<file path="src/sv/rcv_pkg.sv">
package rcv_pkg;

  // Channel and coefficient widths follow the fixed field widths of the ports.
  localparam int PIX_BITS   = 8;
  localparam int COEF_BITS  = 8;
  localparam int CHANNELS   = 3;
  localparam int PX_BITS    = CHANNELS * PIX_BITS;
  localparam int LB_BITS    = 2 * PX_BITS;
  localparam int KROWS      = 3;
  localparam int KCOLS      = 3;
  localparam int TAPS       = KROWS * KCOLS;

  // An unsigned pixel times a signed coefficient fits in the sum of both widths.
  localparam int PROD_BITS  = PIX_BITS + COEF_BITS;
  localparam int ACC_BITS   = PROD_BITS + 4;
  localparam int OUT_BITS   = 8;
  localparam int OUT_MAX    = 255;

  // Configuration register widths.
  localparam int LW_BITS    = 12;
  localparam int FH_BITS    = 13;
  localparam int KROW_BITS  = KCOLS * COEF_BITS;
  localparam int SHIFT_BITS = 4;
  localparam int CFG_BITS   = 24;
  localparam int IDX_BITS   = 3;
  localparam int ROW_BITS   = 12;

  localparam int MIN_DIM    = 3;
  localparam int MAX_HEIGHT = 4096;
  localparam int BORDER     = 2;

  localparam logic [LW_BITS-1:0]    LW_RESET    = 12'd640;
  localparam logic [FH_BITS-1:0]    FH_RESET    = 13'd480;
  localparam logic [KROW_BITS-1:0]  KROW0_RESET = 24'h010201;
  localparam logic [KROW_BITS-1:0]  KROW1_RESET = 24'h020802;
  localparam logic [KROW_BITS-1:0]  KROW2_RESET = 24'h010201;
  localparam logic [SHIFT_BITS-1:0] SHIFT_RESET = 4'd4;

  typedef enum logic [IDX_BITS-1:0] {
    REG_LINE_WIDTH   = 3'd0,
    REG_FRAME_HEIGHT = 3'd1,
    REG_KERNEL_ROW0  = 3'd2,
    REG_KERNEL_ROW1  = 3'd3,
    REG_KERNEL_ROW2  = 3'd4,
    REG_NORM_SHIFT   = 3'd5
  } reg_idx_e;

  typedef logic        [PIX_BITS-1:0]  pix_t;
  typedef logic signed [COEF_BITS-1:0] coef_t;
  typedef logic signed [PROD_BITS-1:0] prod_t;
  typedef logic signed [ACC_BITS-1:0]  acc_t;
  typedef logic        [PX_BITS-1:0]   px_t;

endpackage

</file>
<file path="src/sv/rcv_chan_sum.sv">
module rcv_chan_sum (
  input  rcv_pkg::prod_t                   prod_i [rcv_pkg::TAPS],
  input  logic [rcv_pkg::SHIFT_BITS-1:0]   shift_i,
  output logic [rcv_pkg::OUT_BITS-1:0]     val_o
);

  rcv_pkg::acc_t row_sum [rcv_pkg::KROWS];
  rcv_pkg::acc_t total;
  rcv_pkg::acc_t shifted;

  always_comb begin
    total = '0;
    for (int r = 0; r < rcv_pkg::KROWS; r++) begin
      row_sum[r] = rcv_pkg::acc_t'(prod_i[r * rcv_pkg::KCOLS])
                 + rcv_pkg::acc_t'(prod_i[r * rcv_pkg::KCOLS + 1])
                 + rcv_pkg::acc_t'(prod_i[r * rcv_pkg::KCOLS + 2]);
      total = total + row_sum[r];
    end
    // The arithmetic shift rounds toward minus infinity.
    shifted = total >>> shift_i;
    if (shifted[rcv_pkg::ACC_BITS-1]) begin
      val_o = '0;
    end else if (shifted > rcv_pkg::acc_t'(rcv_pkg::OUT_MAX)) begin
      val_o = rcv_pkg::OUT_BITS'(rcv_pkg::OUT_MAX);
    end else begin
      val_o = shifted[rcv_pkg::OUT_BITS-1:0];
    end
  end

endmodule
</file>
<file path="config.mk">
export PLATFORM = sky130hd
export DESIGN_NAME = rcv_chan_sum
export DESIGN_NICKNAME = d
export VERILOG_FILES = /design/src/sv/rcv_pkg.sv /design/src/sv/rcv_chan_sum.sv
export SDC_FILE = /design/constraint.sdc
export NUM_CORES = 1
export LEC_CHECK = 0
export BUFFER_PORTS_ARGS = -buffer_cell sky130_fd_sc_hd__buf_2
export CAP_MARGIN = 25
export CORE_ASPECT_RATIO = 1.75
export CORE_MARGIN = 2
export CORE_UTILIZATION = 60
export DETAILED_ROUTE_END_ITERATION = 16
export PLACE_DENSITY = 0.91
export SETUP_SLACK_MARGIN = 0.3
export SYNTH_ARGS = -nofsm -noshare
export SYNTH_HDL_FRONTEND = slang
export SYNTH_SLANG_ARGS = --single-unit
</file>
<file path="constraint.sdc">
create_clock -name vclk -period 11.4
set_input_delay 0 -clock vclk [all_inputs]
set_output_delay 0 -clock vclk [all_outputs]
set_load 0.05 [all_outputs]
</file>
==> impl_metrics.yaml <==
status:
  outcome: "finished, final reports clean"
critical_path:
  end_kind: "output pin"
  cpMostUsedCell: "fa_1"
  critPathMaxFanout: 6
  critPathSlowestCell: "or4_4"
  cpPeakStageDelay_ns: 0.57
  required_ns: 11.40
  critPathTopFamily: "adder cells"
  critPathLaunchType: "input port"
  path_buf_inv: 4
  worstPathCellList: "buf_2, inv_1, fa_1, inv_1, fa_1, fa_1, fa_1, ha_1, fa_1, a211oi_2, o21a_1, nor4_1, or4_4, and2_0, a221o_1, a31oi_4, o31ai_4, a31oi_1, buf_2"
  cp.arrival_ns: 5.82
  path_class: "in -> out"
synth:
  synthTopCellsByCount: "149 x inv_1, 115 x fa_1, 28 x nand2_1"
  synth_nets: 874
  synth_top_area_share_pct: 44.5
  synth_area_sq_um: 5170
  synth_area_per_cell_sq_um: 8.75
  yosysUniqueCellTypes: 74
  yosysTopAreaCell: "fa_1"
  synth_most_common_cell: "inv_1"
  ys_seq_area_share_pct: 0
  yosysWarnings: 0
  postSynthCellCount: 591
  synth_area_leaders: "fa_1 45%, inv_1 11%, ha_1 4.8%, a21oi_1 2.4%, a211oi_1 2.3%"
grt:
  gr-usage-met3_pct: 1.83
  grt_pass1_wl_mm: 22.5
  gr-total-overflow: 0
  antenna_found_initial: 0
  met2_usage_pct: 60.9
  grt.busiest_layer: "met2"
  grt_max_degree: 28
  grtUsageMet1_pct: 27.9
  grt_pass1_vias: 5460
  track_usage_pct: 29.8
final_layout:
  layout-drive-gt1-share_pct: 25.7
  seq_cell_count: 0
  antennaDiodeCount: 0
  fill_cells: 642
  layout-area-overhead-vs-synth_pct: 15.9
  fin_nets: 1012
  regArea_sq_um: 0
  clkbuf_count: 0
sta:
  rsz0062_at_grt: "false"
  setup_viol: 0
  fin_crit_ns: 5.82
  whs_ns: 0.673
  post-route-period-util_pct: 51.1
  fin_ws_ns: 5.58
  report.final.slew_viol_count: 0
  finalHoldViolCount: 0
  max_slew_margin_pct: 44.4
  finalSetupTns_ns: 0
  max_freq_ghz: 0.172
  worst_slew_pin_slew_ns: 0.829
route:
  routedWlPerCell_um: 15.8
  drt-total-wl_mm: 13.3
  ant_nets: 0
  vias: 4878
  viasPerCell: 5.79
  drc_errors: 0
  first_pass_iters: 5
  initialDrtViolationCount: 272
floorplanning:
  dieArea_sq_um: 9400
  initial_utilization_pct: 62.2
  die_y_um: 127
  rows: 44
  core_area_sq_um: 8310
  ios: 156
  die_w_um: 74.2
placed_design:
  portBuffers: 156
  dp_slack_ns: 5.64
  dp_hpwl_mm: 11.9
  gp_congestion: 0.942
clock_tree:
  cts_setup_buffers: 0
  post_cts_resized: 0
  postCtsHoldBufs: 0
hold_path:
  hold_class: "in -> out"
job:
  maxCapViolations: 0
-- area by class of cell --
| class | instances | area [sq um] | area share, % |
|---|---|---|---|
| timing repair buffer | 157 | 788 | 13.2 |
| multi-input combinational | 419 | 4490 | 75.0 |
| inverter | 151 | 567 | 9.46 |
| tap | 115 | 144 | 2.40 |
-- worst paths after layout --
kind,from,to,slack [ns],depth (start not counted)
hold / removal,shift_i[3],val_o[6],0.67,4
setup / recovery,prod_i[2],val_o[5],5.58,19
-- placed cells by master, fill, tap and decap left out, types with 13 or more instances in the layout --
cell type and count:
nor2_1 26, nand3_1 17, buf_2 156, ha_1 20, a21oi_1 25, nand2_1 28, a211oi_1 16, o21ai_0 13
inv_1 149, fa_1 115
-- metrics by stage --
step / std cells / util, % / instance area, sq um
2_1_floorplan: 591 / - / 5170
3_3_place_gp: 842 / 72.1 / 5990
5_1_grt: 842 / 72.1 / 5990
6_report: 842 / 72.1 / 5990
3_5_place_dp: 842 / 72.1 / 5990
4_1_cts: 842 / 72.1 / 5990
-- layer usage --
metal,wire length (um),vias to the layer above
met4,658,0
li1,-,2230
met5,0,-
met1,4180,2379
met3,629,50
met2,7820,219
-- cell families after synthesis --
kind of cell	share of synthesized area [%]
AO/OA/AOI/OAI	18.7
XOR/XNOR	1.86
adder cells (fa/ha/maj)	49.4
buffers and inverters	13.1
multiplexers	3.94
AND/OR/NAND/NOR	13.0
Power is left out: the tool's default activity adds up to more than one toggle a clock period on the data nets, which glitch-free logic cannot reach.
