[config.mk]
export PLATFORM = sky130hd
export DESIGN_NAME = rcv_chan_mul
export DESIGN_NICKNAME = d
export VERILOG_FILES = /design/src/sv/rcv_pkg.sv /design/src/sv/rcv_chan_mul.sv
export SDC_FILE = /design/constraint.sdc
export NUM_CORES = 1
export LEC_CHECK = 0
export ABC_AREA = 1
export ABC_CLOCK_PERIOD_IN_PS = 4400
export BUFFER_PORTS_ARGS = -buffer_cell sky130_fd_sc_hd__buf_2
export CAP_MARGIN = 40
export CELL_PAD_IN_SITES_DETAIL_PLACEMENT = 0
export CELL_PAD_IN_SITES_GLOBAL_PLACEMENT = 1
export CORE_ASPECT_RATIO = 1.25
export CORE_MARGIN = 2
export CORE_UTILIZATION = 40
export DETAILED_ROUTE_END_ITERATION = 7
export PLACE_DENSITY = 0.82
export SLEW_MARGIN = 20
export SYNTH_ARGS = -nofsm -noshare
export SYNTH_HDL_FRONTEND = slang
export SYNTH_SLANG_ARGS = --single-unit
[constraint.sdc]
create_clock -name vclk -period 4.4
set_input_delay 0.44 -clock vclk [all_inputs]
set_output_delay 0.44 -clock vclk [all_outputs]
set_load 0.05 [all_outputs]
[src/sv/rcv_pkg.sv]
package rcv_pkg;

  // Channel and coefficient widths follow the fixed field widths of the ports.
  localparam int PIX_BITS   = 8;
  localparam int COEF_BITS  = 8;
  localparam int CHANNELS   = 3;
  localparam int PX_BITS    = CHANNELS * PIX_BITS;
  localparam int LB_BITS    = 2 * PX_BITS;
  localparam int KROWS      = 3;
  localparam int KCOLS      = 3;
  localparam int TAPS       = KROWS * KCOLS;

  // An unsigned pixel times a signed coefficient fits in the sum of both widths.
  localparam int PROD_BITS  = PIX_BITS + COEF_BITS;
  localparam int ACC_BITS   = PROD_BITS + 4;
  localparam int OUT_BITS   = 8;
  localparam int OUT_MAX    = 255;

  // Configuration register widths.
  localparam int LW_BITS    = 12;
  localparam int FH_BITS    = 13;
  localparam int KROW_BITS  = KCOLS * COEF_BITS;
  localparam int SHIFT_BITS = 4;
  localparam int CFG_BITS   = 24;
  localparam int IDX_BITS   = 3;
  localparam int ROW_BITS   = 12;

  localparam int MIN_DIM    = 3;
  localparam int MAX_HEIGHT = 4096;
  localparam int BORDER     = 2;

  localparam logic [LW_BITS-1:0]    LW_RESET    = 12'd640;
  localparam logic [FH_BITS-1:0]    FH_RESET    = 13'd480;
  localparam logic [KROW_BITS-1:0]  KROW0_RESET = 24'h010201;
  localparam logic [KROW_BITS-1:0]  KROW1_RESET = 24'h020802;
  localparam logic [KROW_BITS-1:0]  KROW2_RESET = 24'h010201;
  localparam logic [SHIFT_BITS-1:0] SHIFT_RESET = 4'd4;

  typedef enum logic [IDX_BITS-1:0] {
    REG_LINE_WIDTH   = 3'd0,
    REG_FRAME_HEIGHT = 3'd1,
    REG_KERNEL_ROW0  = 3'd2,
    REG_KERNEL_ROW1  = 3'd3,
    REG_KERNEL_ROW2  = 3'd4,
    REG_NORM_SHIFT   = 3'd5
  } reg_idx_e;

  typedef logic        [PIX_BITS-1:0]  pix_t;
  typedef logic signed [COEF_BITS-1:0] coef_t;
  typedef logic signed [PROD_BITS-1:0] prod_t;
  typedef logic signed [ACC_BITS-1:0]  acc_t;
  typedef logic        [PX_BITS-1:0]   px_t;

endpackage

[src/sv/rcv_chan_mul.sv]
module rcv_chan_mul (
  input  rcv_pkg::pix_t  pix_i  [rcv_pkg::TAPS],
  input  rcv_pkg::coef_t coef_i [rcv_pkg::TAPS],
  output rcv_pkg::prod_t prod_o [rcv_pkg::TAPS]
);

  for (genvar t = 0; t < rcv_pkg::TAPS; t++) begin : g_tap
    rcv_pkg::prod_t pix_ext;
    rcv_pkg::prod_t coef_ext;
    // Zero-extend the pixel, sign-extend the coefficient, then multiply at full width.
    assign pix_ext   = rcv_pkg::prod_t'({{(rcv_pkg::PROD_BITS - rcv_pkg::PIX_BITS){1'b0}},
                                         pix_i[t]});
    assign coef_ext  = rcv_pkg::prod_t'(coef_i[t]);
    assign prod_o[t] = pix_ext * coef_ext;
  end

endmodule

==> run metrics, run 1 <==
full die area=56100 um2; MaxCap Viol Count=0; status=complete, but fails checks; Peak VDD IR=0.000928 V; sequential area share after synthesis=0%; power per cell area=about 690 nW/um2; I/O pins=288; DR iter-0 viols=599; Min-Delay Path Class=in -> out; post-DP HPWL=49000 um; GPL Wtd Cong=0.876; Setup CP Type=in -> out; clkbuf count=0; Post-Syn Nets=slightly above 4k; DR pass1 iterations=5; vias in the first global route=20.7k; hold buffers post-CTS=0; Final nets=4665; final hold viol count=0; total number of vias=slightly above 20k; global-route wire length before repair=93700 um; Seq Cell Count=0; startpoint types=primary input; Synth area leaders=fa_1, ha_1, inv_1; average size of a mapped cell=6.56 um2; crit path to=prod_o[46]; Vias/cell=4.44; Setup Viol. Count Final=10; Final period util=101%; endpoint kind of the worst setup timing path=primary output; crit-path max FO=4; Worst Path Arrival=approximately 4 ns; Max Slew Vio Count=0; Leak=18.9 nW; Area Overhead vs Synth=40.1%; per-cell routed wire length=12.4 um; Synth Cell Area=between 20000 and 25000 um2; Core ar.=53600 um2; initial core utilization=about two fifths; Post-synth top cells=inv_1, nand2_1, ha_1, fa_1, nor2_1; IO buf count=288; # DRC=0; Tmin final=4.46 ns; Cell variety after synth=22; Non-Filler Instances=4557; RSZ-0062 raised after global routing=yes; top-count cell post-synth=inv_1; cells after synthesis=3301; Worst Tran Pin Value=0.309 ns; Detail Route Antenna Nets=0; slew margin rel.=between 70% and 80%; layout cells sized above 1=32.6%; Final WS setup=-0.0639 ns; Congestion Overflow GR=0; largest net degree at the start of global routing=10; total wire length=56500 um; placed cells=4523; CP required=3.96 ns; crit path launch=coef_i[23]; YS warnings=0; initial antenna violation count=4; Fmax=~220 MHz; failing checks=negative setup slack; Finished Cell Area=30300 um2; GRT Total Usage=20.1%; die height=264 um; final core utilization=between 50% and 60%; placed cell areas=27000 um2; sequential cell area=0 um2; Synth top area share=30.8%; area leader, netlist=fa_1; Rows=95; die outline width=approximately 210 um
-- cells in the final DEF, fill, tap and decap left out, drive strengths merged --
| cell type | count |
|---|---|
| diode | 4 |
| a21oi | 55 |
| a21o | 9 |
| xor2 | 39 |
| nand2 | 988 |
| o21ai | 1 |
| xnor2 | 21 |
| nand4 | 24 |
| clkbuf | 24 |
| inv | 1050 |
| clkinv | 2 |
| or2 | 30 |
| nor2 | 149 |
| fa | 333 |
| nand3 | 104 |
| ha | 360 |
| buf | 637 |
-- worst min-delay path by stage --
stage | from | endpoint | cells after the start
after floorplan | coef_i[16] | prod_o[32] | 3
after global placement | coef_i[0] | prod_o[0] | 4
after detailed placement | coef_i[0] | prod_o[0] | 4
after CTS | coef_i[0] | prod_o[0] | 4
after global routing | coef_i[0] | prod_o[0] | 4
final | coef_i[0] | prod_o[0] | 4
-- logic make-up (layout without fill, tap and decap cells) --
| logic type | count (synthesis) | count (layout) | synth area share (%) |
|---|---|---|---|
| AND/OR/NAND/NOR | 1295 | 1295 | 23.8 |
| XOR/XNOR | 60 | 60 | 2.43 |
| adder cells (fa/ha/maj) | 693 | 693 | 51.6 |
| other | 0 | 4 | 0 |
| buffers and inverters | 1188 | 1713 | 20.6 |
| AO/OA/AOI/OAI | 65 | 65 | 1.62 |
-- report_power, final --
group	internal [mW]	switching (mW)	leakage (nW)	total [mW]
clock	0.000000122	0	0.0000254	0.000000122
combinational	8.53	12.4	18.9	21.0
sequential	0	0	0	0
total	8.53	12.4	18.9	21.0
-- repair_timing --
item                                    in CTS  in global routing
setup buffers                                8                 24
pin swaps                                   75                270
resized for setup                          330                599
endpoints found under the setup margin      78                 84
-- per-stage QoR --
| step | setup slack (ns) | setup TNS (ns) | total power [mW] | hold WS (ns) |
|---|---|---|---|---|
| after floorplan | -0.199 | -0.884 | 12.0 | 1.27 |
| after global placement | -0.252 | -10.58 | 16.4 | 1.32 |
| after detailed placement | -0.264 | -12.00 | 16.4 | 1.31 |
| after CTS | -0.153 | -0.920 | 18.8 | 1.31 |
| after global routing | -0.202 | -4.35 | 22.6 | 1.32 |
| final | -0.0639 | -0.226 | 21.0 | 1.32 |
-- area by class of cell --
type,count,area [um2]
Fill cell,5110,23300
Multi-Input combinational cell,2113,20000
Timing Repair Buffer,661,5380
Inverter,1052,4020
Tap cell,727,910
Antenna cell,4,10.0
-- routing by layer --
metal	GRT usage [%]	wire length, um	vias to the layer above
met5	0	0	-
met4	3.20	986	0
met3	1.22	1570	50
met2	40.0	31200	252
met1	23.6	22700	9551
li1	-	-	10400
-- worst max-delay path, cell delays in order --
cell	delay, ns
buf_8	0.11
inv_8	0.05
buf_6	0.11
nor2_4	0.03
fa_1	0.48
fa_1	0.53
fa_1	0.55
inv_2	0.05
fa_1	0.50
inv_2	0.05
ha_4	0.26
buf_4	0.14
nand2_4	0.10
inv_1	0.05
nand2_1	0.05
nand2_1	0.04
nand2_1	0.08
nand4_1	0.09
nand2_2	0.13
buf_8	0.15
(Power assumes the default switching activity.)
==> inputs of run 2 (changes only) <==
Settings changed: ABC_CLOCK_PERIOD_IN_PS 4400 to 4800, PLACE_DENSITY 0.82 to 0.78.
Clock period 4.4 ns to 4.8 ns, I/O delays scaled along.
==> run 2 against run 1 <==
Global-route usage decreased by 1.4 points. Setup slack improved by 0.20 ns. Critical path depth decreased by 4. Wire length decreased by 9.7%. Combinational power decreased by 35%. Count of clock-buffer cells in the layout unchanged. Worst hold slack improved by 0.074 ns. Sequential cell count unchanged. Final area decreased by 19%. The run now ends clean.
==> run metrics, run 2 (same netlist as run 1, synthesis figures left out) <==
Min Hold Slack=1.39 ns (+0.0738 ns); placed cells=4236 (-6.3%); Leak=16.7 nW (-12%); CP max-delay cell=fa_1; MaxCap Viol Count=0 (unchanged); initial antenna violation count=4 (unchanged); Tot Pwr=13.7 mW (-35%); Net Sw Power=9.29 mW (-25%); # DRC=0 (unchanged); Tmin final=approximately 4.7 ns; GRT Total Usage=18.7% (-1.4 points); endpoint kind of the worst setup timing path=primary output; Worst Path Arrival=4.18 ns (+0.16 ns); clock share of power=0% (unchanged); layout cells sized above 1=13.2% (-19 points); Fmax=214 MHz; CP required=4.32 ns (+0.36 ns); vias in the first global route=19.1k (-7.7%); Area Overhead vs Synth=13.8%; crit-path max FO=5 (+1); Hold Crit Start=coef_i[56]; power per cell area=555 nW/um2 (-20%); largest net degree at the start of global routing=11 (+1); Switching Share=67.9% (+8.6 points); hold buffers post-CTS=0 (unchanged); most common cell after layout, fill and taps aside=inv_1; global-route wire length before repair=88200 um (-5.9%); sequential cell area=0 um2 (unchanged); final hold viol count=0 (unchanged); initial core utilization=40.4% (unchanged); commonest non-fill, non-tap cells in the layout=inv_1, nand2_1, ha_1; Final nets=4349 (-6.8%); startpoint types=primary input; RSZ-0062 raised after global routing=yes; Top cell by count, worst path=fa_1; Core ar.=53600 um2 (unchanged); GR Util met2=36.1% (-3.9 points); die height=264 um (unchanged); Max Slew Vio Count=0 (unchanged); I/O pins=288 (unchanged); Most Used Layer, Global Route=met2; per-cell routed wire length=12.0 um (-2.9%); total number of vias=18.8k (-7.0%); crit path launch=coef_i[23]; full die area=56100 um2 (unchanged); Final period util=97.1%; status=complete, no violations; DR pass1 iterations=5 (unchanged); postcts setup bufs=0 (-8); clkbuf count=0 (unchanged); IO buf count=288 (unchanged); Reg power frac=0% (unchanged); Finished Cell Area=24700 um2 (-19%); internal power=4.39 mW (-49%); slew margin rel.=81.3% (+1.8 points); post-DP HPWL=46100 um (-5.9%); Setup CP Type=in -> out; GPL Wtd Cong=0.824 (-5.9%); Congestion Overflow GR=0 (unchanged); Setup Viol. Count Final=0 (-10); Detail Route Antenna Nets=0 (unchanged); Seq Cell Count=0 (unchanged); critical path, cell by cell=buf_2, inv_2, buf_4, fa_1, fa_1, inv_1, fa_1, inv_1, fa_1, inv_1, ha_1, or2_2, nand2_2, o21ai_2, xor2_2, clkbuf_4; placed cell areas=24100 um2 (-11%); Min-Delay Path Class=in -> out; WHS Path Cells=4 (unchanged); final core utilization=46.0% (-11 points); Global Route met3 Usage=0.380% (-0.84 points); Worst Tran Pin Value=0.279 ns (-0.0296 ns); Non-Filler Instances=4238 (-7.0%); crit path to=prod_o[42]; met1 usage=24.1% (+0.50 points); Rows=95 (unchanged); die outline width=212 um (unchanged); Logic pwr share=100.0% (about the same); Peak VDD IR=0.00128 V (+38%); crit-path max cell delay=0.55 ns (about the same); DR iter-0 viols=584 (-2.5%); Vias/cell=4.43 (about the same); Fill cells=5757 (+13%); total wire length=51000 um (-9.7%)
-- run 2: how the worst min path moves through the flow --
stage / end / slack [ns]
2_1_floorplan: prod_o[112] / 1.36
3_3_place_gp: prod_o[112] / 1.39
3_5_place_dp: prod_o[112] / 1.39
4_1_cts: prod_o[112] / 1.39
5_1_grt: prod_o[112] / 1.42
6_report: prod_o[112] / 1.39
-- run 2: area by class of cell --
cell class	instances	area (um2)	share of cell area, %
multi-input cells	2113	17700	71.8
inverters	1052	3950	16.0
repair buffers	345	2100	8.52
well taps	727	910	3.69
diodes	1	2.50	0.0102
-- run 2: routing by layer --
metal | share of wire, % | routed length, um | up-vias
li1 | - | - | 9725
met3 | 2.5 | 1260 | 36
met5 | 0.045 | 23 | -
met4 | 0.85 | 433 | 4
met1 | 44 | 22500 | 8772
met2 | 53 | 26800 | 254
-- run 2: power by group through the flow --
| stage | sequential (mW) | clock, mW | combinational (mW) |
|---|---|---|---|
| floorplan | 0 | 0 | 9.93 |
| global placement | 0 | 0 | 13.0 |
| detailed placement | 0 | 0 | 13.0 |
| CTS | 0 | 0 | 13.1 |
| global route | 0 | 0 | 15.0 |
| finish | 0 | 0.0000000279 | 13.7 |
-- run 2: worst max-delay path, delay by kind of cell --
family / cells / cell delay (ns)
compound gates: 1 / 0.07
xor+xnor: 1 / 0.13
fa+ha+maj: 5 / 2.37
buf+inv: 7 / 0.71
simple gates: 2 / 0.41
-- run 2: metrics by stage --
step / setup slack [ns] / TNS, ns
3_3_place_gp: -0.00656 / -0.00815
5_1_grt: -0.0282 / -0.0957
2_1_floorplan: 0.00929 / 0
6_report: 0.138 / 0
4_1_cts: 0.0193 / 0
3_5_place_dp: -0.0146 / -0.0232
-- run 2: what timing repair did --
item / CTS / global route
cloned: 0 / 1
pin swaps: 0 / 2
setup endpoints to repair: 4 / 65
resized for setup: 4 / 141
==> inputs of run 3 (changes only) <==
Settings changed: ABC_AREA 1 to not set, PLACE_DENSITY 0.78 to 0.85.
==> run 3 against run 2 <==
The run now ends with negative setup slack left. Global-route usage grew 0.25 points. Fmax is 5.2% lower. First-iteration DRC count is 39% lower. Final area grew 5.7%. Largest power group unchanged. Highest routed layer is now met4. Final cell count shrank 20%. Combinational power rose by 10%. Critical path type unchanged.
==> run metrics, run 3 <==
status=complete, but fails checks; failing checks=negative setup slack; placed cells=3354 (-21%); Synth top area share=35.2% (+4.4 points); Worst Tran Pin Value=0.441 ns (+0.162 ns); most common cell after layout, fill and taps aside=inv_1; full die area=49100 um2 (-12%); average size of a mapped cell=8.73 um2 (+33%); Fmax=203 MHz (-5.2%); Rows=89 (-6.3%); Congestion Overflow GR=0 (unchanged); Tot Pwr=15.1 mW (+11%); slew margin rel.=70.4% (-11 points); total number of vias=16.3k (-13%); sequential cell area=0 um2 (unchanged); commonest non-fill, non-tap cells in the layout=inv_1, and2_1, fa_1; Max Slew Vio Count=0 (unchanged); crit-path max FO=6 (+1); Setup CP Type=in -> out; Fin Setup TNS=-0.520 ns (-0.520 ns); die height=247 um (-6.4%); YS warnings=0 (unchanged); sequential area share after synthesis=0% (unchanged); I/O pins=288 (unchanged); Tmin final=4.92 ns (+0.257 ns); layout cells sized above 1=33.6% (+20 points); antenna cells=0 (-1); Core ar.=47000 um2 (-12%); post-DP HPWL=41200 um (-11%); cells after synthesis=2171 (-34%); area leader, netlist=fa_1; Leak=13.6 nW (-19%); per-cell routed wire length=14.0 um (+16%); IO buf count=288 (unchanged); final hold viol count=0 (unchanged); largest net degree at the start of global routing=9 (-2); Synth area leaders=fa_1, ha_1, and2_1; CP required=4.32 ns (about the same); vias in the first global route=17.7k (-7.3%); Post-synth top cells=inv_1, and2_1, ha_1, fa_1, nand2_1; MaxCap Viol Count=0 (unchanged); clkbuf count=0 (unchanged); Cell variety after synth=48 (+120%); Final WS setup=-0.119 ns (-0.257 ns); Vias/cell=4.81 (+8.5%); endpoint kind of the worst setup timing path=primary output; power per cell area=580 nW/um2 (+4.7%); RSZ-0062 raised after global routing=yes; Min-Delay Path Class=in -> out; Setup Viol. Count Final=8 (+8); final core utilization=55.4% (+9.5 points); total wire length=47300 um (-7.2%); top-count cell post-synth=inv_1; Seq Cell Count=0 (unchanged); die outline width=199 um (-6.3%); Post-Syn Nets=3008 (-27%); Finished Cell Area=26100 um2 (+5.7%); Detail Route Antenna Nets=0 (unchanged); GRT Total Usage=19.0% (+0.25 points); Final period util=102% (+5.4 points); Fill cells=4180 (-27%); GPL Wtd Cong=0.887 (+7.6%); DR pass1 iterations=5 (unchanged); # DRC=0 (unchanged); hold buffers post-CTS=0 (unchanged); placed cell areas=23500 um2 (-2.7%); Peak VDD IR=0.00102 V (-20%); Non-Filler Instances=3390 (-20%); startpoint types=primary input; initial antenna violation count=0 (-4); Worst Path Arrival=4.44 ns (+0.26 ns); DR iter-0 viols=354 (-39%); Final nets=3592 (-17%); global-route wire length before repair=78600 um (-11%); initial core utilization=40.3% (-0.083 points); Synth Cell Area=19000 um2 (-13%); Area Overhead vs Synth=37.5%
==> run 3: metrics by stage <==
step | hold WS (ns) | setup WS (ns)
global placement | 1.43 | -0.361
detailed placement | 1.43 | -0.331
finish | 1.41 | -0.119
CTS | 1.43 | -0.119
global route | 1.42 | -0.269
floorplan | 1.24 | -0.0181
==> run 3: cell families after synthesis <==
logic type                 share of synthesized area, %
adders and majority gates                          58.9
and+or+nand+nor                                    20.6
buffers and inverters                              9.63
muxes                                            0.0528
xor gates and xnor gates                           5.04
AOI/OAI and AO/OA                                  5.74
==> run 3: power by group <==
group / internal [mW] / switching (mW) / leakage, nW
Combinational: 5.92 / 9.21 / 13.6
Clock: 0 / 0 / 0
Sequential: 0 / 0 / 0
==> run 3: final timing paths <==
check,from,end,slack [ns],cells after the start
worst max-delay path,pix_i[28],prod_o[62],-0.12,16
worst min-delay path,coef_i[8],prod_o[16],1.41,3
==> run 3: repair_timing <==
item,CTS,global route
setup buffers,15,26
pin swaps,112,157
resized for setup,299,330
endpoints found under the setup margin,48,51
==> run 3: routing by layer <==
metal	vias up	GRT usage (%)	routed length [um]
met2	281	38.0	26400
met4	0	3.27	849
met3	64	1.10	1360
met5	-	0	0
li1	7856	-	-
met1	8104	22.2	18800
==> run 3: cell type report <==
type / count / area, um2 / share of cell area [%]
inverter: 486 / 1840 / 7.04
multi-input combinational: 1685 / 18900 / 72.4
tap: 637 / 797 / 3.06
timing repair buffer: 582 / 4560 / 17.5
==> run 3: critical path, cell delays in order <==
cell	delay [ns]
buf_6	0.11
buf_4	0.13
and2_4	0.15
fa_1	0.51
fa_1	0.51
fa_1	0.50
inv_1	0.05
fa_1	0.49
inv_2	0.05
ha_4	0.22
o21ai_2	0.06
a21oi_2	0.05
o41a_1	0.41
or4_1	0.40
nand4_1	0.14
buf_12	0.16
